## config.mk

```make
export PLATFORM = sky130hd
export DESIGN_NAME = power_sequencing_controller_flat
export DESIGN_NICKNAME = d
export VERILOG_FILES = /design/src/psc_pkg.sv /design/src/psc_if.sv /design/src/psc_cfg_regs.sv /design/src/psc_core.sv /design/src/power_sequencing_controller.sv /design/src/flat_wrapper.sv
export SDC_FILE = /design/constraint.sdc
export NUM_CORES = 1
export LEC_CHECK = 0
export BUFFER_PORTS_ARGS = -buffer_cell sky130_fd_sc_hd__buf_2
export CORE_ASPECT_RATIO = 1.4
export CORE_MARGIN = 4
export CORE_UTILIZATION = 54
export CTS_BUF_LIST = sky130_fd_sc_hd__clkbuf_4 sky130_fd_sc_hd__clkbuf_8 sky130_fd_sc_hd__clkbuf_16
export CTS_CLUSTER_SIZE = 25
export DETAILED_ROUTE_END_ITERATION = 10
export PLACE_DENSITY_LB_ADDON = 0.1
export RECOVER_POWER = 100
export SYNTH_ARGS = -nofsm -noshare
export SYNTH_HDL_FRONTEND = slang
export SYNTH_SLANG_ARGS = --single-unit
```

## constraint.sdc

```tcl
create_clock -name clk -period 3.8 [get_ports clk]
set_input_delay 0.76 -clock clk [delete_from_list [all_inputs] [get_ports clk]]
set_output_delay 0.76 -clock clk [all_outputs]
set_load 0.03 [all_outputs]
```

## src/psc_pkg.sv

```systemverilog
// ----------------------------------------------------------------------------
// psc_pkg
// Shared types, register indexes and timing defaults for the power
// sequencing controller.
// ----------------------------------------------------------------------------
package psc_pkg;

  // Default timing figures in milliseconds
  localparam int unsigned PulseMsDefault    = 3200;
  localparam int unsigned RecoveryMsDefault = 2000;
  localparam int unsigned BackupMsDefault   = 24000;

  localparam int unsigned CfgIdxW = 3;

  // Configuration register indexes
  typedef enum logic [CfgIdxW-1:0] {
    CFG_POWER_ON_TH   = 3'd0,
    CFG_POWER_FAIL_TH = 3'd1,
    CFG_IGNITION_TH   = 3'd2,
    CFG_START_TMIN    = 3'd3,
    CFG_START_TMAX    = 3'd4,
    CFG_RUN_TMIN      = 3'd5,
    CFG_RUN_TMAX      = 3'd6
  } psc_cfg_idx_t;

  // Operating modes
  typedef enum logic [2:0] {
    MODE_OFF         = 3'd0,
    MODE_TURNING_ON  = 3'd1,
    MODE_ON          = 3'd2,
    MODE_RECOVERY    = 3'd3,
    MODE_BACKUP      = 3'd4,
    MODE_TURNING_OFF = 3'd5
  } psc_mode_t;

  // Shutdown request kinds
  typedef enum logic [1:0] {
    SHDN_NONE = 2'd0,
    SHDN_HOST = 2'd1,
    SHDN_CUT  = 2'd2
  } psc_shdn_t;

  // LED colors
  typedef enum logic [1:0] {
    LED_KEEP   = 2'd0,
    LED_GREEN  = 2'd1,
    LED_BLUE   = 2'd2,
    LED_YELLOW = 2'd3
  } psc_led_t;

  // Register file contents
  typedef struct packed {
    logic [15:0] power_on_threshold;
    logic [15:0] power_fail_threshold;
    logic [15:0] ignition_threshold;
    logic [15:0] start_temp_min;
    logic [15:0] start_temp_max;
    logic [15:0] run_temp_min;
    logic [15:0] run_temp_max;
  } psc_cfg_t;

  // One input item
  typedef struct packed {
    logic [9:0]  tick_ms;
    logic [15:0] supply_level;
    logic [15:0] ignition_level;
    logic [15:0] temp_reading;
    logic        motion_wake;
    logic        lockup_wake;
    logic        watchdog_wake;
    logic        alarm_wake;
    logic        host_up;
    logic        host_down;
  } psc_in_t;

  // One result item
  typedef struct packed {
    logic [2:0] mode_now;
    logic       button_pulse;
    logic [1:0] shutdown_kind;
    logic [1:0] led_colour;
    logic       power_loss_pulse;
    logic       powered_up;
    logic [4:0] wake_reasons;
  } psc_out_t;

endpackage

```

## src/psc_if.sv

```systemverilog
// ----------------------------------------------------------------------------
// psc_if
// Valid/ready channel interfaces: tick input, result output, config write.
// ----------------------------------------------------------------------------
interface psc_in_if;
  logic        valid;
  logic        ready;
  logic [9:0]  tick_ms;
  logic [15:0] supply_level;
  logic [15:0] ignition_level;
  logic [15:0] temp_reading;
  logic        motion_wake;
  logic        lockup_wake;
  logic        watchdog_wake;
  logic        alarm_wake;
  logic        host_up;
  logic        host_down;

  modport source (output valid, tick_ms, supply_level, ignition_level, temp_reading,
                  motion_wake, lockup_wake, watchdog_wake, alarm_wake, host_up,
                  host_down, input ready);
  modport sink   (input valid, tick_ms, supply_level, ignition_level, temp_reading,
                  motion_wake, lockup_wake, watchdog_wake, alarm_wake, host_up,
                  host_down, output ready);
endinterface

interface psc_out_if;
  logic       valid;
  logic       ready;
  logic [2:0] mode_now;
  logic       button_pulse;
  logic [1:0] shutdown_kind;
  logic [1:0] led_colour;
  logic       power_loss_pulse;
  logic       powered_up;
  logic [4:0] wake_reasons;

  modport source (output valid, mode_now, button_pulse, shutdown_kind, led_colour,
                  power_loss_pulse, powered_up, wake_reasons, input ready);
  modport sink   (input valid, mode_now, button_pulse, shutdown_kind, led_colour,
                  power_loss_pulse, powered_up, wake_reasons, output ready);
endinterface

interface psc_cfg_if;
  logic                           valid;
  logic                           ready;
  logic [psc_pkg::CfgIdxW-1:0]    index;
  logic [15:0]                    data;

  modport source (output valid, index, data, input ready);
  modport sink   (input valid, index, data, output ready);
endinterface

```

## src/psc_cfg_regs.sv

```systemverilog
// ----------------------------------------------------------------------------
// psc_cfg_regs
// Threshold and temperature window registers written over the config channel.
// ----------------------------------------------------------------------------
module psc_cfg_regs (
  input  logic                        clk,
  input  logic                        rst_n,
  input  logic                        wr_en,
  input  logic [psc_pkg::CfgIdxW-1:0] wr_idx,
  input  logic [15:0]                 wr_data,
  output psc_pkg::psc_cfg_t           cfg
);

  psc_pkg::psc_cfg_t cfg_r;

  // Register write, unknown indexes ignored
  always_ff @(posedge clk) begin
    if (!rst_n) begin
      cfg_r.power_on_threshold   <= 16'd0;
      cfg_r.power_fail_threshold <= 16'd0;
      cfg_r.ignition_threshold   <= 16'd0;
      cfg_r.start_temp_min       <= 16'd0;
      cfg_r.start_temp_max       <= 16'hFFFF;
      cfg_r.run_temp_min         <= 16'd0;
      cfg_r.run_temp_max         <= 16'hFFFF;
    end else if (wr_en) begin
      case (wr_idx)
        psc_pkg::CFG_POWER_ON_TH:   cfg_r.power_on_threshold   <= wr_data;
        psc_pkg::CFG_POWER_FAIL_TH: cfg_r.power_fail_threshold <= wr_data;
        psc_pkg::CFG_IGNITION_TH:   cfg_r.ignition_threshold   <= wr_data;
        psc_pkg::CFG_START_TMIN:    cfg_r.start_temp_min       <= wr_data;
        psc_pkg::CFG_START_TMAX:    cfg_r.start_temp_max       <= wr_data;
        psc_pkg::CFG_RUN_TMIN:      cfg_r.run_temp_min         <= wr_data;
        psc_pkg::CFG_RUN_TMAX:      cfg_r.run_temp_max         <= wr_data;
        default: ;
      endcase
    end
  end

  assign cfg = cfg_r;

endmodule

```

## src/psc_core.sv

```systemverilog
// ----------------------------------------------------------------------------
// psc_core
// Mode state machine, wake reason mask, backup timer and button pulse timer.
// State advances on every accepted item; the result is combinational.
// ----------------------------------------------------------------------------
module psc_core #(
  parameter int unsigned PULSE_MS    = psc_pkg::PulseMsDefault,
  parameter int unsigned RECOVERY_MS = psc_pkg::RecoveryMsDefault,
  parameter int unsigned BACKUP_MS   = psc_pkg::BackupMsDefault
) (
  input  logic              clk,
  input  logic              rst_n,
  input  logic              step,
  input  psc_pkg::psc_in_t  item,
  input  psc_pkg::psc_cfg_t cfg,
  output psc_pkg::psc_out_t result
);

  localparam logic [15:0] PulseLim    = 16'(PULSE_MS);
  localparam logic [15:0] RecoveryLim = 16'(RECOVERY_MS);
  localparam logic [15:0] BackupLim   = 16'(BACKUP_MS);

  psc_pkg::psc_mode_t mode_r, mode_nxt;
  logic [15:0]        backup_r, backup_nxt;
  logic               pulse_en_r, pulse_en_nxt;
  logic               pulse_act_r, pulse_act_nxt;
  logic [15:0]        pulse_el_r, pulse_el_nxt;
  logic [4:0]         reason_r, reason_nxt;

  // pulse pre-step results
  logic        p_en, p_act;
  logic [15:0] p_el;
  logic [16:0] p_sum, b_sum;
  logic [15:0] b_sat;

  // state after the mode logic, before shutdown clearing
  psc_pkg::psc_mode_t mode_pre;
  logic [15:0]        backup_pre;
  logic               pen_pre;
  logic [15:0]        pel_pre;
  logic [4:0]         reason_pre;

  psc_pkg::psc_shdn_t kind;
  psc_pkg::psc_led_t  led;
  logic               loss, pwr_up;

  logic supply_lt_fail, supply_ge_on, start_ok, run_ok;

  assign supply_lt_fail = item.supply_level < cfg.power_fail_threshold;
  assign supply_ge_on   = item.supply_level >= cfg.power_on_threshold;
  assign start_ok = (item.temp_reading >= cfg.start_temp_min) &&
                    (item.temp_reading <= cfg.start_temp_max);
  assign run_ok   = (item.temp_reading >= cfg.run_temp_min) &&
                    (item.temp_reading <= cfg.run_temp_max);

  // Saturating timer adds
  assign p_sum = {1'b0, pulse_el_r} + {7'd0, item.tick_ms};
  assign b_sum = {1'b0, backup_r} + {7'd0, item.tick_ms};
  assign b_sat = b_sum[16] ? 16'hFFFF : b_sum[15:0];

  // Button pulse timing, ahead of the mode logic
  always_comb begin
    p_en  = pulse_en_r;
    p_act = pulse_act_r;
    p_el  = pulse_el_r;
    if (pulse_en_r) begin
      if (pulse_el_r < PulseLim) begin
        p_act = 1'b1;
        p_el  = p_sum[16] ? 16'hFFFF : p_sum[15:0];
      end else begin
        p_act = 1'b0;
        p_el  = 16'd0;
        p_en  = 1'b0;
      end
    end
  end

  // Next state
  always_comb begin
    mode_pre   = mode_r;
    backup_pre = backup_r;
    pen_pre    = p_en;
    pel_pre    = p_el;
    reason_pre = reason_r;
    if (!item.host_down) begin
      case (mode_r)
        psc_pkg::MODE_OFF: begin
          reason_pre = 5'd0;
          if (supply_ge_on && start_ok) begin
            reason_pre = {item.alarm_wake, item.watchdog_wake, item.lockup_wake,
                          item.motion_wake,
                          item.ignition_level >= cfg.ignition_threshold};
            if (reason_pre != 5'd0) mode_pre = psc_pkg::MODE_TURNING_ON;
          end
        end
        psc_pkg::MODE_TURNING_ON: begin
          if (!supply_lt_fail && !p_act) begin
            pen_pre  = 1'b1;
            pel_pre  = 16'd0;
            mode_pre = psc_pkg::MODE_ON;
          end
        end
        psc_pkg::MODE_ON: begin
          if (supply_lt_fail) mode_pre = psc_pkg::MODE_RECOVERY;
        end
        psc_pkg::MODE_RECOVERY: begin
          backup_pre = b_sat;
          if (b_sat > RecoveryLim) begin
            mode_pre = psc_pkg::MODE_BACKUP;
          end else if (item.host_up && supply_ge_on) begin
            backup_pre = 16'd0;
            mode_pre   = psc_pkg::MODE_ON;
          end
        end
        psc_pkg::MODE_BACKUP: begin
          if (item.host_up) begin
            backup_pre = b_sat;
            if (b_sat > BackupLim) begin
              backup_pre = 16'd0;
              pen_pre    = 1'b1;
              pel_pre    = 16'd0;
              mode_pre   = psc_pkg::MODE_TURNING_OFF;
            end
          end
        end
        psc_pkg::MODE_TURNING_OFF: ;
        default: mode_pre = psc_pkg::MODE_OFF;
      endcase
    end
  end

  // Outputs of the mode logic
  always_comb begin
    kind   = psc_pkg::SHDN_NONE;
    led    = psc_pkg::LED_KEEP;
    loss   = 1'b0;
    pwr_up = 1'b0;
    if (item.host_down) begin
      kind = psc_pkg::SHDN_CUT;
    end else begin
      case (mode_r)
        psc_pkg::MODE_TURNING_ON: begin
          if (supply_lt_fail) begin
            kind = psc_pkg::SHDN_CUT;
          end else if (!p_act) begin
            led    = psc_pkg::LED_GREEN;
            pwr_up = 1'b1;
          end
        end
        psc_pkg::MODE_ON: begin
          if (supply_lt_fail) led = psc_pkg::LED_BLUE;
          else if (!run_ok)   kind = psc_pkg::SHDN_HOST;
        end
        psc_pkg::MODE_RECOVERY: begin
          if (b_sat > RecoveryLim) begin
            loss = 1'b1;
            led  = psc_pkg::LED_YELLOW;
          end else if (!item.host_up) begin
            kind = psc_pkg::SHDN_CUT;
          end else if (supply_ge_on) begin
            led = psc_pkg::LED_GREEN;
          end
        end
        psc_pkg::MODE_BACKUP: begin
          if (!item.host_up) kind = psc_pkg::SHDN_CUT;
        end
        psc_pkg::MODE_TURNING_OFF: kind = psc_pkg::SHDN_HOST;
        default: ;
      endcase
    end
    // a shutdown request shows no colour
    if (kind != psc_pkg::SHDN_NONE) led = psc_pkg::LED_KEEP;
  end

  // Shutdown request returns all state to reset values
  always_comb begin
    if (kind != psc_pkg::SHDN_NONE) begin
      mode_nxt      = psc_pkg::MODE_OFF;
      backup_nxt    = 16'd0;
      pulse_en_nxt  = 1'b0;
      pulse_act_nxt = 1'b0;
      pulse_el_nxt  = 16'd0;
      reason_nxt    = 5'd0;
    end else begin
      mode_nxt      = mode_pre;
      backup_nxt    = backup_pre;
      pulse_en_nxt  = pen_pre;
      pulse_act_nxt = p_act;
      pulse_el_nxt  = pel_pre;
      reason_nxt    = reason_pre;
    end
  end

  // State registers
  always_ff @(posedge clk) begin
    if (!rst_n) begin
      mode_r      <= psc_pkg::MODE_OFF;
      backup_r    <= 16'd0;
      pulse_en_r  <= 1'b0;
      pulse_act_r <= 1'b0;
      pulse_el_r  <= 16'd0;
      reason_r    <= 5'd0;
    end else if (step) begin
      mode_r      <= mode_nxt;
      backup_r    <= backup_nxt;
      pulse_en_r  <= pulse_en_nxt;
      pulse_act_r <= pulse_act_nxt;
      pulse_el_r  <= pulse_el_nxt;
      reason_r    <= reason_nxt;
    end
  end

  // Result item
  assign result.mode_now         = mode_nxt;
  assign result.button_pulse     = pulse_act_nxt;
  assign result.shutdown_kind    = kind;
  assign result.led_colour       = led;
  assign result.power_loss_pulse = loss;
  assign result.powered_up       = pwr_up;
  assign result.wake_reasons     = reason_nxt;

endmodule

```

## src/power_sequencing_controller.sv

```systemverilog
// An accepted tick item's result is registered and valid in the next cycle.
// Throughput: one item per cycle; the single output register is refilled in
//   the cycle it is drained, so only a stalled consumer holds off input.
// Reset (rst_n low, synchronous): mode off, timers and reason mask cleared,
//   thresholds and temperature windows back to defaults, output empty.
// ----------------------------------------------------------------------------
// power_sequencing_controller
// Top level: config registers, state machine core and the result register.
// ----------------------------------------------------------------------------
module power_sequencing_controller #(
  parameter int unsigned PULSE_MS    = psc_pkg::PulseMsDefault,
  parameter int unsigned RECOVERY_MS = psc_pkg::RecoveryMsDefault,
  parameter int unsigned BACKUP_MS   = psc_pkg::BackupMsDefault
) (
  input logic       clk,
  input logic       rst_n,
  psc_in_if.sink    in_ch,
  psc_out_if.source out_ch,
  psc_cfg_if.sink   cfg_ch
);

  psc_pkg::psc_cfg_t cfg;
  psc_pkg::psc_in_t  item;
  psc_pkg::psc_out_t result;
  psc_pkg::psc_out_t out_r;
  logic              out_valid_r;
  logic              in_ready;
  logic              step;

  // Config channel is always ready
  assign cfg_ch.ready = 1'b1;

  psc_cfg_regs u_cfg (
    .clk     (clk),
    .rst_n   (rst_n),
    .wr_en   (cfg_ch.valid),
    .wr_idx  (cfg_ch.index),
    .wr_data (cfg_ch.data),
    .cfg     (cfg)
  );

  // Input item gathering
  assign item.tick_ms        = in_ch.tick_ms;
  assign item.supply_level   = in_ch.supply_level;
  assign item.ignition_level = in_ch.ignition_level;
  assign item.temp_reading   = in_ch.temp_reading;
  assign item.motion_wake    = in_ch.motion_wake;
  assign item.lockup_wake    = in_ch.lockup_wake;
  assign item.watchdog_wake  = in_ch.watchdog_wake;
  assign item.alarm_wake     = in_ch.alarm_wake;
  assign item.host_up        = in_ch.host_up;
  assign item.host_down      = in_ch.host_down;

  // Accept when the result slot is empty or being drained
  assign in_ready    = !out_valid_r || out_ch.ready;
  assign in_ch.ready = in_ready;
  assign step        = in_ch.valid && in_ready;

  psc_core #(
    .PULSE_MS    (PULSE_MS),
    .RECOVERY_MS (RECOVERY_MS),
    .BACKUP_MS   (BACKUP_MS)
  ) u_core (
    .clk    (clk),
    .rst_n  (rst_n),
    .step   (step),
    .item   (item),
    .cfg    (cfg),
    .result (result)
  );

  // Result register
  always_ff @(posedge clk) begin
    if (!rst_n) begin
      out_valid_r <= 1'b0;
    end else if (in_ready) begin
      out_valid_r <= in_ch.valid;
    end
  end

  always_ff @(posedge clk) begin
    if (step) begin
      out_r <= result;
    end
  end

  assign out_ch.valid            = out_valid_r;
  assign out_ch.mode_now         = out_r.mode_now;
  assign out_ch.button_pulse     = out_r.button_pulse;
  assign out_ch.shutdown_kind    = out_r.shutdown_kind;
  assign out_ch.led_colour       = out_r.led_colour;
  assign out_ch.power_loss_pulse = out_r.power_loss_pulse;
  assign out_ch.powered_up       = out_r.powered_up;
  assign out_ch.wake_reasons     = out_r.wake_reasons;

endmodule
```

## src/flat_wrapper.sv

```systemverilog
// flat-port wrapper written by rule: the top's interface ports become plain ports
module power_sequencing_controller_flat 
#(
  parameter int unsigned PULSE_MS    = psc_pkg::PulseMsDefault,
  parameter int unsigned RECOVERY_MS = psc_pkg::RecoveryMsDefault,
  parameter int unsigned BACKUP_MS   = psc_pkg::BackupMsDefault
)
  (clk, rst_n, in_ch_valid, in_ch_tick_ms, in_ch_supply_level, in_ch_ignition_level, in_ch_temp_reading, in_ch_motion_wake, in_ch_lockup_wake, in_ch_watchdog_wake, in_ch_alarm_wake, in_ch_host_up, in_ch_host_down, in_ch_ready, out_ch_valid, out_ch_mode_now, out_ch_button_pulse, out_ch_shutdown_kind, out_ch_led_colour, out_ch_power_loss_pulse, out_ch_powered_up, out_ch_wake_reasons, out_ch_ready, cfg_ch_valid, cfg_ch_index, cfg_ch_data, cfg_ch_ready);
  psc_in_if in_ch_i ();
  psc_out_if out_ch_i ();
  psc_cfg_if cfg_ch_i ();
  input logic clk;
  input logic rst_n;
  input wire logic [$bits(in_ch_i.valid)-1:0] in_ch_valid;
  input wire logic [$bits(in_ch_i.tick_ms)-1:0] in_ch_tick_ms;
  input wire logic [$bits(in_ch_i.supply_level)-1:0] in_ch_supply_level;
  input wire logic [$bits(in_ch_i.ignition_level)-1:0] in_ch_ignition_level;
  input wire logic [$bits(in_ch_i.temp_reading)-1:0] in_ch_temp_reading;
  input wire logic [$bits(in_ch_i.motion_wake)-1:0] in_ch_motion_wake;
  input wire logic [$bits(in_ch_i.lockup_wake)-1:0] in_ch_lockup_wake;
  input wire logic [$bits(in_ch_i.watchdog_wake)-1:0] in_ch_watchdog_wake;
  input wire logic [$bits(in_ch_i.alarm_wake)-1:0] in_ch_alarm_wake;
  input wire logic [$bits(in_ch_i.host_up)-1:0] in_ch_host_up;
  input wire logic [$bits(in_ch_i.host_down)-1:0] in_ch_host_down;
  output wire logic [$bits(in_ch_i.ready)-1:0] in_ch_ready;
  output wire logic [$bits(out_ch_i.valid)-1:0] out_ch_valid;
  output wire logic [$bits(out_ch_i.mode_now)-1:0] out_ch_mode_now;
  output wire logic [$bits(out_ch_i.button_pulse)-1:0] out_ch_button_pulse;
  output wire logic [$bits(out_ch_i.shutdown_kind)-1:0] out_ch_shutdown_kind;
  output wire logic [$bits(out_ch_i.led_colour)-1:0] out_ch_led_colour;
  output wire logic [$bits(out_ch_i.power_loss_pulse)-1:0] out_ch_power_loss_pulse;
  output wire logic [$bits(out_ch_i.powered_up)-1:0] out_ch_powered_up;
  output wire logic [$bits(out_ch_i.wake_reasons)-1:0] out_ch_wake_reasons;
  input wire logic [$bits(out_ch_i.ready)-1:0] out_ch_ready;
  input wire logic [$bits(cfg_ch_i.valid)-1:0] cfg_ch_valid;
  input wire logic [$bits(cfg_ch_i.index)-1:0] cfg_ch_index;
  input wire logic [$bits(cfg_ch_i.data)-1:0] cfg_ch_data;
  output wire logic [$bits(cfg_ch_i.ready)-1:0] cfg_ch_ready;
  assign in_ch_i.valid = in_ch_valid;
  assign in_ch_i.tick_ms = in_ch_tick_ms;
  assign in_ch_i.supply_level = in_ch_supply_level;
  assign in_ch_i.ignition_level = in_ch_ignition_level;
  assign in_ch_i.temp_reading = in_ch_temp_reading;
  assign in_ch_i.motion_wake = in_ch_motion_wake;
  assign in_ch_i.lockup_wake = in_ch_lockup_wake;
  assign in_ch_i.watchdog_wake = in_ch_watchdog_wake;
  assign in_ch_i.alarm_wake = in_ch_alarm_wake;
  assign in_ch_i.host_up = in_ch_host_up;
  assign in_ch_i.host_down = in_ch_host_down;
  assign in_ch_ready = in_ch_i.ready;
  assign out_ch_valid = out_ch_i.valid;
  assign out_ch_mode_now = out_ch_i.mode_now;
  assign out_ch_button_pulse = out_ch_i.button_pulse;
  assign out_ch_shutdown_kind = out_ch_i.shutdown_kind;
  assign out_ch_led_colour = out_ch_i.led_colour;
  assign out_ch_power_loss_pulse = out_ch_i.power_loss_pulse;
  assign out_ch_powered_up = out_ch_i.powered_up;
  assign out_ch_wake_reasons = out_ch_i.wake_reasons;
  assign out_ch_i.ready = out_ch_ready;
  assign cfg_ch_i.valid = cfg_ch_valid;
  assign cfg_ch_i.index = cfg_ch_index;
  assign cfg_ch_i.data = cfg_ch_data;
  assign cfg_ch_ready = cfg_ch_i.ready;
  power_sequencing_controller #(.PULSE_MS(PULSE_MS), .RECOVERY_MS(RECOVERY_MS), .BACKUP_MS(BACKUP_MS)) u_core (.clk(clk), .rst_n(rst_n), .in_ch(in_ch_i), .out_ch(out_ch_i), .cfg_ch(cfg_ch_i));
endmodule
```

Yosys cells after proc, flatten, opt, wreduce, memory -nomap -nowiden
Cells that the tools add are included.
{ "totals": {"n_memories": 0, "mem_bits_rw": 0, "latch_bits": 0, "ff_bits": 170, "mem_bits_ro": 0, "inputBits": 88, "word_cells": 131, "output_inout_bits": 18} }
{ "classes": {"reduce_logical": 26, "bitwise": 2, "n_addsub": 2, "magnitude_cmp": 10, "n_shift": 0, "n_eq_ne": 13, "n_mul": 0, "div": 0, "mux": 57} }
{ "ops": {"columns": ["op", "n"], "rows": [
  ["16-bit 2-to-1 mux", 15],
  ["16-bit >= comparator", 4],
  ["16-bit case mux with 2 select lines", 2],
  ["16-bit by 10-bit adder with 17-bit output", 2],
  ["16-bit <= comparator", 2],
  ["3-bit 2-to-1 mux", 10],
  ["5-bit 2-to-1 mux", 4],
  ["3-bit case mux with 6 select lines", 1],
  ["1-bit 2-to-1 mux", 17],
  ["16-bit by 11-bit > comparator with 1-bit output (second input constant)", 1],
  ["16-bit by 15-bit > comparator with 1-bit output (second input constant)", 1],
  ["16-bit by 12-bit < comparator with 1-bit output (second input constant)", 1],
  ["16-bit < comparator", 1],
  ["3-bit equality test (second input constant)", 5],
  ["2-bit AND reduction", 7],
  ["3-bit by 2-bit equality test with 1-bit output (second input constant)", 4],
  ["2-bit 2-to-1 mux", 5],
  ["2-bit case mux with 5 select lines", 1],
  ["3-bit by 1-bit equality test with 1-bit output (second input constant)", 2],
  ["1-bit logical AND", 6],
  ["3-bit zero test", 2],
  ["2-bit case mux with 3 select lines", 1],
  ["5-bit nonzero test", 1],
  ["4-bit AND reduction", 1],
  ["10 further kinds", 14]
]} }

Longest topological paths before layout
Gate-level depths: netlist (run 1).
{ "logic_depth": {"word_depth": 9, "depth_mapped": 13} }

By module
Synthesis (run 1) repeated with hierarchy kept, for this count alone.
{ "hier_totals": {"cells_unflattened": 1220, "hier_area_um2": 11019.3} }
{ "modules_own_cells": {"columns": ["mod", "seq_area_each_um2", "instances", "cells_each", "area_each_um2"], "rows": [
  ["psc_core", 840.8, 1, 793, 6251.0],
  ["psc_cfg_regs", 2242.2, 1, 405, 4249.1],
  ["power_sequencing_controller", 470.5, 1, 22, 519.2]
]} }

Worst setup path before layout (run 1)
OpenSTA, ideal clock, no wires.
{ "synth_timing": {"kind": "input to register", "from": "input port in_ch_tick_ms[0]", "to": "register u_core.u_core.pulse_el_r[1]", "t_arrival_ns": 3.869, "path_stages": 13, "setup_time_ns": 0.073, "t_required_ns": 3.727, "setup_slack_ns": -0.142, "cell_sequence": "ha_1 fa_1 a21oi_1 o21ai_2 a21oi_1 xnor2_1 a31oi_1 o2111a_2 a211o_1 buf_2 or4b_4 buf_6 o22ai_2"} }
{ "synth_via": {"elab_chain_len": 9, "word_cells_on_any_way": 18, "cone_classes": "2 x add/sub; 2 x order compare; 13 x mux; 1 x reduce/logical"} }
{ "synth_lines": {"columns": ["item", "line", "text"], "rows": [
  ["from (decl)", "flat_wrapper.sv:15", "input wire logic [$bits(in_ch_i.tick_ms)-1:0] in_ch_tick_ms;"],
  ["parallel branches: the longest is 8 deep, another holds 16-bit by 10-bit adder with 17-bit output", null, null],
  ["16-bit 2-to-1 mux (*)", "psc_core.sv:177", "if (kind != psc_pkg::SHDN_NONE) begin"],
  ["to (signal assigned)", "psc_core.sv:208", "pulse_el_r <= pulse_el_nxt;"],
  ["to (decl)", "psc_core.sv:27", "logic [15:0] pulse_el_r, pulse_el_nxt;"]
]} }
Every way passes the cells marked *.
A chain may end at the register's enable or synchronous reset.

Worst setup path after layout (run 1)
{ "layout_timing": {"from": "input port in_ch_tick_ms[0]", "to": "register u_core.u_core.pulse_el_r[5]"} }
The elaborated chain is that of the path after synthesis.

==> results of run 1 <==
==> cells by family after synthesis <==
logic type | Yosys count
DFF | 170
xor gates and xnor gates | 17
adders and majority gates | 133
other | 1
and+or+nand+nor | 431
AOI/OAI and AO/OA | 348
buffers and inverters | 193
muxes | 6
==> state kept, by name (all words and copies together), names as in the netlist <==
register / count
u_core.u_core.pulse_en_r: 1
u_core.out_ch.powered_up: 1
u_core.out_ch.led_colour: 2
u_core.out_ch.shutdown_kind: 2
u_core.out_ch.power_loss_pulse: 1
u_core.u_core.reason_r: 5
u_core.u_core.pulse_act_r: 1
u_core.u_cfg.cfg: 112
u_core.u_core.backup_r: 16
u_core.out_ch.wake_reasons: 5
u_core.out_ch.mode_now: 3
u_core.out_ch.valid: 1
u_core.u_core.mode_r: 3
u_core.u_core.pulse_el_r: 16
u_core.out_ch.button_pulse: 1
==> stage by stage <==
step | total power [W] | setup slack [ns] | hold WS [ns] | instance area [µm²]
finish | 0.004230 | 0.1858 | 0.4533 | 12260
global route | 0.004409 | 0.06474 | 0.4707 | 12260
CTS | 0.004277 | 0.2136 | 0.4549 | 12370
detailed placement | 0.002494 | -0.2320 | 0.4455 | 11760
global placement | 0.002481 | -0.1872 | 0.4388 | 11760
floorplan | 0.002245 | 0.02999 | 0.4217 | 10520
==> layout make-up <==
class	count	area, µm²
clock buffers	20	471.7
clock inverters	12	136.4
fillers	1723	6882
inverters	145	544.3
multi-input cells	936	6163
flip-flops and latches	170	3553
well taps	248	310.3
repair buffers	182	1082
==> metal layers <==
metal / vias to the layer above / share of wire, %
met5: - / 0
met1: 4432 / 39
met2: 214 / 55
li1: 4834 / -
met4: 0 / 2.9
met3: 55 / 2.9
==> cells in the final DEF (no fill, tap or decap), drive strengths merged, types with 6 or more instances in the layout <==
master	synthesis	final
a211oi	14	14
a21o	31	31
a21oi	126	126
a31oi	9	9
and3	8	8
buf	10	153
clkbuf	38	49
dfxtp	155	155
edfxtp	15	15
ha	131	131
inv	145	149
nand2	238	238
nand2b	16	16
nand3	21	21
nand4	21	21
nor2	68	68
nor2b	18	18
nor3	12	12
nor4	6	6
o211ai	38	38
o21a	8	8
o21ai	51	51
o22ai	14	14
o31ai	10	10
xnor2	14	14
==> worst register-to-register path, delay by kind of cell (launching register included) <==
family / cells / cell delay [ns]
compound gates: 5 / 1.31
xor+xnor: 1 / 0.16
buf+inv: 1 / 0.17
simple gates: 2 / 0.90
flops: 1 / 0.31
fa+ha+maj: 2 / 0.58
==> path summary, 6_finish.rpt <==
kind                                  end                          from  depth (start not counted)  slack (ns)
min reg2reg  u_core.u_core.pulse_el_r[14]  u_core.u_core.pulse_el_r[14]                          2        0.45
max           u_core.u_core.pulse_el_r[5]              in_ch_tick_ms[0]                         12        0.19
max reg2reg   u_core.u_core.pulse_el_r[5]     u_core.u_core.backup_r[0]                         11        0.32
min          u_core.u_core.pulse_el_r[14]  u_core.u_core.pulse_el_r[14]                          2        0.45
==> power breakdown <==
group          switching (W)  total, W  internal, W
logic               0.000348  0.000579     0.000231
registers          0.0000180   0.00187      0.00185
clock network       0.000745   0.00178      0.00104
==> out/results.tsv, run 1 <==
stage	metric	value	unit
cells_and_area	Layout Cells excl Fill	1713	
floorplan	Die Y-Extent	173.0	µm
logic_synthesis	number of enable flip-flop cells after synthesis	15	
critical_path	Worst Path Required	4.15	ns
sta	Worst Skew	0.01299	ns
sta	fmax	276.7	MHz
sta	setup TNS	0	ns
floorplan	Initial Util	54.88	%
critical_path	WP buf/inv	2	
logic_synthesis	synth cell count leaders	nand2_1 (237), dfxtp_1 (155), inv_1 (145), ha_1 (131), a21oi_1 (124)	
critical_path	CP max stage cell	or4_1	
sta	final number of setup-violating endpoints	0	
cells_and_area	Final Core Density	64.05	%
drt	vias per cell	5.566	
logic_synthesis	dominant synthesized flop cell	dfxtp_1	
drt	Routed WL	28.18	mm
placed_design	post-DP HPWL	22.00	mm
sta	worst-margin pin slew	1.768	ns
critical_path	CP top delay family	compound AO/OA/AOI/OAI gates	
floorplan	core outline area	19140	µm²
cells_and_area	Layout Nets	1673	
flow_run	max_cap viols	2	
cts	clock latency on the worst-skew pair	0.44	ns
critical_path	crit start category	input port	
grt	largest net degree at the start of global routing	84	
logic_synthesis	syn nets	1520	
cts	number of post-CTS setup repair buffers	0	
power_and_ir_drop	PD cells	345.0	nW/µm²
critical_path	CP Max Fanout	15	
cts	clk sink count	170	
cts	htree depth	4	
grt	Top Usage Layer GRT	met2	
drt	via count	9535	
power_and_ir_drop	LEAKAGE	5.168	nW
logic_synthesis	most frequent cell after synthesis	nand2_1	
logic_synthesis	Synth area leaders	dfxtp_1 (30%), ha_1 (16%), nand2_1 (8.5%), a21oi_1 (5.9%), inv_1 (5.2%)	
logic_synthesis	yosys warns	0	
cts	hold buffers post-CTS	0	
placed_design	placer congestion estimate	0.9206	
logic_synthesis	Synth area leader	dfxtp_1	
drt	wire length per cell	16.45	µm
logic_synthesis	post-synthesis adder-cell area fraction	15.98	%
placed_design	port bufs	104	
status	failing checks	capacitance limit, slew limit	
drt	drt drc	0	
logic_synthesis	synth unique cells	82	
critical_path	Crit. End Element	register	
cells_and_area	n_diodes	0	
cts	TritonCTS clock tree	yes	
cts	Clock Tree Buf Depth	2	
logic_synthesis	area share of the leading cell type in the synthesized netlist	29.53	%
sta	min Tclk post-route	3.614	ns
logic_synthesis	Post-Syn Area per Cell	8.088	µm²
cts	CTS clk-pin slew, worst paths	0.06	ns
floorplan	Die X	125.9	µm
critical_path	Max stage delay on crit path	0.57	ns
placed_design	DP Cell Count	1681	
floorplan	DIE AREA	21780	µm²
sta	Slew Limit Fails	119	
sta	Final Hold Fails	0	
logic_synthesis	post-synthesis simple-gate area fraction	18.30	%
grt	GR Util met2	50.64	%
critical_path	CP Class	in -> reg	
status	status	finished with violations	
sta	RSZ-0062 raised after global routing	no	
logic_synthesis	Synth Area in XOR/XNOR	1.417	%
cts	CTS resizes	0	
cells_and_area	share of cells above drive strength 1	15.09	%
logic_synthesis	Synth async-reset ratio	0	%
grt	grt met3 use	3.337	%
logic_synthesis	sequential element share of the synthesized area	33.82	%
logic_synthesis	largest family of logic cells by synthesized area	compound AO/OA/AOI/OAI gates	
grt	number of antenna violations at the first check in global routing	0	
floorplan	io pins	106	
logic_synthesis	Compound-Gate Fraction of Synth Area	22.71	%
sta	worst rel slew slack	-17.88	%
drt	DRT Pass-1 Iters	5	
logic_synthesis	Mapped Cells	1299	
grt	first-pass GRT wire length	45.81	mm
critical_path	crit path DAT	3.97	ns
sta	period utilisation layout	95.11	%
grt	via count of the first global-routing pass	9486	
power_and_ir_drop	Worst VDD drop	0.0003029	V
cts	Num CTS Buffers	17	
cells_and_area	Area Overhead vs Synth	16.71	%
grt	total grt overflow	0	
critical_path	CP cell instances	clkbuf_1, ha_1, fa_2, xor2_1, or3_1, or4_1, a311oi_2, o221ai_2, a2111oi_4, a21boi_2, buf_12, o22ai_1	
floorplan	Rows	60	
cts	Clock Tree Root	clkbuf_16	
logic_synthesis	mapped cell area	10510	µm²
worst_hold_path	Worst Hold Class	reg -> reg	
logic_synthesis	mux cell area share after synthesis	0.5955	%
logic_synthesis	#FFs+latches synth	170	
grt	met1 Track Usage GR	28.00	%
grt	GR Util All Layers	25.92	%
drt	post-route ant nets	0	
drt	Starting DRT DRC Count	452	
Power figures use the tool's default switching activity.
==> run 2, diff against run 1 <==
--- a/config.mk
+++ b/config.mk
@@ -12,6 +12,7 @@
 export CTS_BUF_LIST = sky130_fd_sc_hd__clkbuf_4 sky130_fd_sc_hd__clkbuf_8 sky130_fd_sc_hd__clkbuf_16
 export CTS_CLUSTER_SIZE = 25
 export DETAILED_ROUTE_END_ITERATION = 10
+export GPL_TIMING_DRIVEN = 0
 export PLACE_DENSITY_LB_ADDON = 0.1
 export RECOVER_POWER = 100
 export SYNTH_ARGS = -nofsm -noshare
==> run 2 against run 1 <==
The run now ends clean. Final cell count is 1.3% lower. Core utilization shrank 0.90 points. Hold slack worse by 0.0054 ns. Sequential power barely moved. Wire length grew 4.8%. Global-route usage up 1.1 points. Sequential share of layout area rose by 0.41 points. Maximum frequency decreased by 2.9%. Clock-buffer cell count decreased by 3. Register-to-register slack worse by 0.10 ns.
==> out/results.tsv, run 2 (synthesized netlist as in run 1, its figures left out) <==
stage	metric	value	unit	change
placed_design	post-DP HPWL	22.67	mm	+3.1%
cells_and_area	most frequent cells in the layout	nand2_1 (236), dfxtp_1 (155), inv_1 (145), ha_1 (131), a21oi_1 (122)		
critical_path	CP cell instances	buf_2, ha_1, a211oi_2, o21ai_1, a31o_1, a2111oi_2, o22ai_2, a32o_2, a211o_1, buf_2, or4b_4, buf_6, o22ai_2		
power_and_ir_drop	Sw Ratio	27.72	%	+1.5 points
cells_and_area	Largest register FFs	112		unchanged
grt	first-pass GRT wire length	47.44	mm	+3.6%
status	status	finished clean		
critical_path	Worst Path Required	4.15	ns	about the same
floorplan	Rows	60		unchanged
power_and_ir_drop	PD cells	347.6	nW/µm²	+0.74%
cts	clk sink count	170		unchanged
cells_and_area	area taken by multi-input logic gates	6326	µm²	+2.6%
power_and_ir_drop	Worst VDD drop	0.0002711	V	-10%
grt	Top Usage Layer GRT	met2		
drt	Starting DRT DRC Count	639		+41%
placed_design	port bufs	104		unchanged
grt	largest net degree at the start of global routing	21		-75%
critical_path	CP Class	in -> reg		
placed_design	placer congestion estimate	0.9152		-0.59%
floorplan	Die X	125.9	µm	unchanged
cts	Num CTS Buffers	17		unchanged
cts	CTS clk-pin slew, worst paths	0.06	ns	about the same
grt	GR Util All Layers	27.01	%	+1.1 points
grt	met1 Track Usage GR	29.40	%	+1.4 points
floorplan	DIE AREA	21780	µm²	unchanged
cts	htree depth	4		unchanged
floorplan	Initial Util	54.88	%	unchanged
drt	DRT Pass-1 Iters	5		unchanged
sta	Final Hold Fails	0		unchanged
grt	GR Util met2	49.80	%	-0.84 points
sta	final hold slack	0.4479	ns	-0.005436 ns
critical_path	WP buf/inv	3		+1
cts	clock latency on the worst-skew pair	0.43	ns	about the same
cells_and_area	Storage cell area	3553	µm²	unchanged
flow_run	max_cap viols	0		-2
power_and_ir_drop	Clock Power Share	42.0	%	-0.2 points
grt	number of antenna violations at the first check in global routing	0		unchanged
sta	worst-margin pin slew	0.9430	ns	-0.8252 ns
floorplan	io pins	106		unchanged
cells_and_area	Layout Nets	1650		-1.4%
cts	TritonCTS clock tree	yes		
cts	Clock Tree Buf Depth	2		unchanged
cells_and_area	Layout Cells excl Fill	1690		-1.3%
placed_design	DP Cell Count	1651		-1.8%
sta	Worst Skew	0.01508	ns	+0.002089 ns
sta	min Tclk post-route	3.724	ns	+0.1097 ns
grt	via count of the first global-routing pass	9545		+0.62%
drt	via count	9591		+0.59%
sta	worst rel slew slack	36.65	%	+55 points
sta	Slew Limit Fails	0		-100%
critical_path	CP Max Fanout	10		-5
worst_hold_path	Worst Hold Class	reg -> reg		
cells_and_area	fill cell total of the finished layout	1774		+3.0%
sta	period utilisation layout	98.00	%	+2.9 points
critical_path	CP max stage cell	or4b_4		
drt	Routed WL	29.54	mm	+4.8%
cells_and_area	Area Overhead vs Synth	15.08	%	
critical_path	Max stage delay on crit path	0.57	ns	about the same
drt	vias per cell	5.675		+2.0%
power_and_ir_drop	net switching power	0.001165	W	+4.9%
cells_and_area	share of cells above drive strength 1	12.62	%	-2.5 points
power_and_ir_drop	Comb pwr share	13.7	%	about the same
sta	fmax	268.5	MHz	-2.9%
critical_path	Crit. End Element	register		
grt	grt met3 use	4.450	%	+1.1 points
sta	setup TNS	0	ns	unchanged
power_and_ir_drop	LEAKAGE	4.955	nW	-4.1%
drt	wire length per cell	17.48	µm	+6.2%
cts	Clock Tree Root	clkbuf_16		
power_and_ir_drop	internal power	0.003037	W	-2.6%
drt	post-route ant nets	0		unchanged
drt	drt drc	0		unchanged
grt	total grt overflow	0		unchanged
cells_and_area	n_diodes	0		unchanged
floorplan	Die Y-Extent	173.0	µm	unchanged
sta	final number of setup-violating endpoints	0		unchanged
floorplan	core outline area	19140	µm²	unchanged
cells_and_area	commonest non-fill, non-tap cell in the layout	nand2_1		
critical_path	CP top delay family	compound AO/OA/AOI/OAI gates		
power_and_ir_drop	sequential power share	44.4	%	+0.3 points
critical_path	crit start category	input port		
critical_path	crit path DAT	4.07	ns	+0.10 ns
[run 2: cell types whose count changed in the layout (fill, tap and decap cells not counted), sizes merged]
cell	delta
buf	-56
clkbuf	+30
inv	+2
clkinv	+1
[run 2: repair_timing]
item | 4_1_cts | 5_1_grt
gates resized for setup | 10 | 11
setup endpoints to repair | 37 | 45
hold buffers | 0 | 0
cloned | 0 | 0
setup buffers | 3 | 4
pin swaps | 5 | 7
[run 2: area by class of cell]
cell class | instances | share of cell area [%]
Sequential cell | 170 | 29.39
Clock buffer | 17 | 3.519
Buffer | 48 | 1.739
Inverter | 145 | 4.502
Multi-Input combinational cell | 936 | 52.32
Timing Repair Buffer | 111 | 4.626
Tap cell | 248 | 2.567
Clock inverter | 15 | 1.335
[run 2: worst register-to-register path: stages (launching register included)]
cell	delay, ns
dfxtp_1	0.31
inv_1	0.05
ha_1	0.30
a211oi_2	0.25
o21ai_1	0.11
a31o_1	0.23
a2111oi_2	0.39
o22ai_2	0.16
a32o_2	0.37
a211o_1	0.28
buf_2	0.18
or4b_4	0.57
buf_6	0.18
o22ai_2	0.11
[run 2: through the flow]
step	worst slack, ns	power (W)	util [%]	instance area (µm²)
after detailed placement	-0.7267	0.002463	59.27	11350
after global placement	-0.7051	0.002449	59.27	11350
final	0.07606	0.004202	63.16	12090
after floorplan	0.02999	0.002245	-	10520
after CTS	0.004313	0.004220	62.87	12040
after global routing	-0.009642	0.004368	63.16	12090
[run 2: routing by layer]
metal,part of all wire (%),vias to the layer above
li1,-,4785
met1,38,4428
met2,52,283
met3,4.6,95
met4,4.9,0
met5,0,-
[run 2: power groups by stage]
stage          Clock (W)  Combinational (W)  Sequential [W]
2_1_floorplan          0           0.000323         0.00192
3_3_place_gp           0           0.000546         0.00190
3_5_place_dp           0           0.000559         0.00190
4_1_cts          0.00179           0.000569         0.00186
5_1_grt          0.00186           0.000640         0.00187
6_report         0.00176           0.000574         0.00186
[run 2: worst paths after layout]
check	to	depth (start not counted)	start	slack, ns
hold reg to reg	u_core.u_core.pulse_el_r[13]	2	u_core.u_core.pulse_el_r[13]	0.45
hold / removal	u_core.u_core.pulse_el_r[13]	2	u_core.u_core.pulse_el_r[13]	0.45
setup reg to reg	u_core.u_core.pulse_el_r[2]	13	u_core.u_cfg.cfg[9]	0.22
setup / recovery	u_core.u_core.pulse_el_r[2]	13	in_ch_temp_reading[9]	0.08
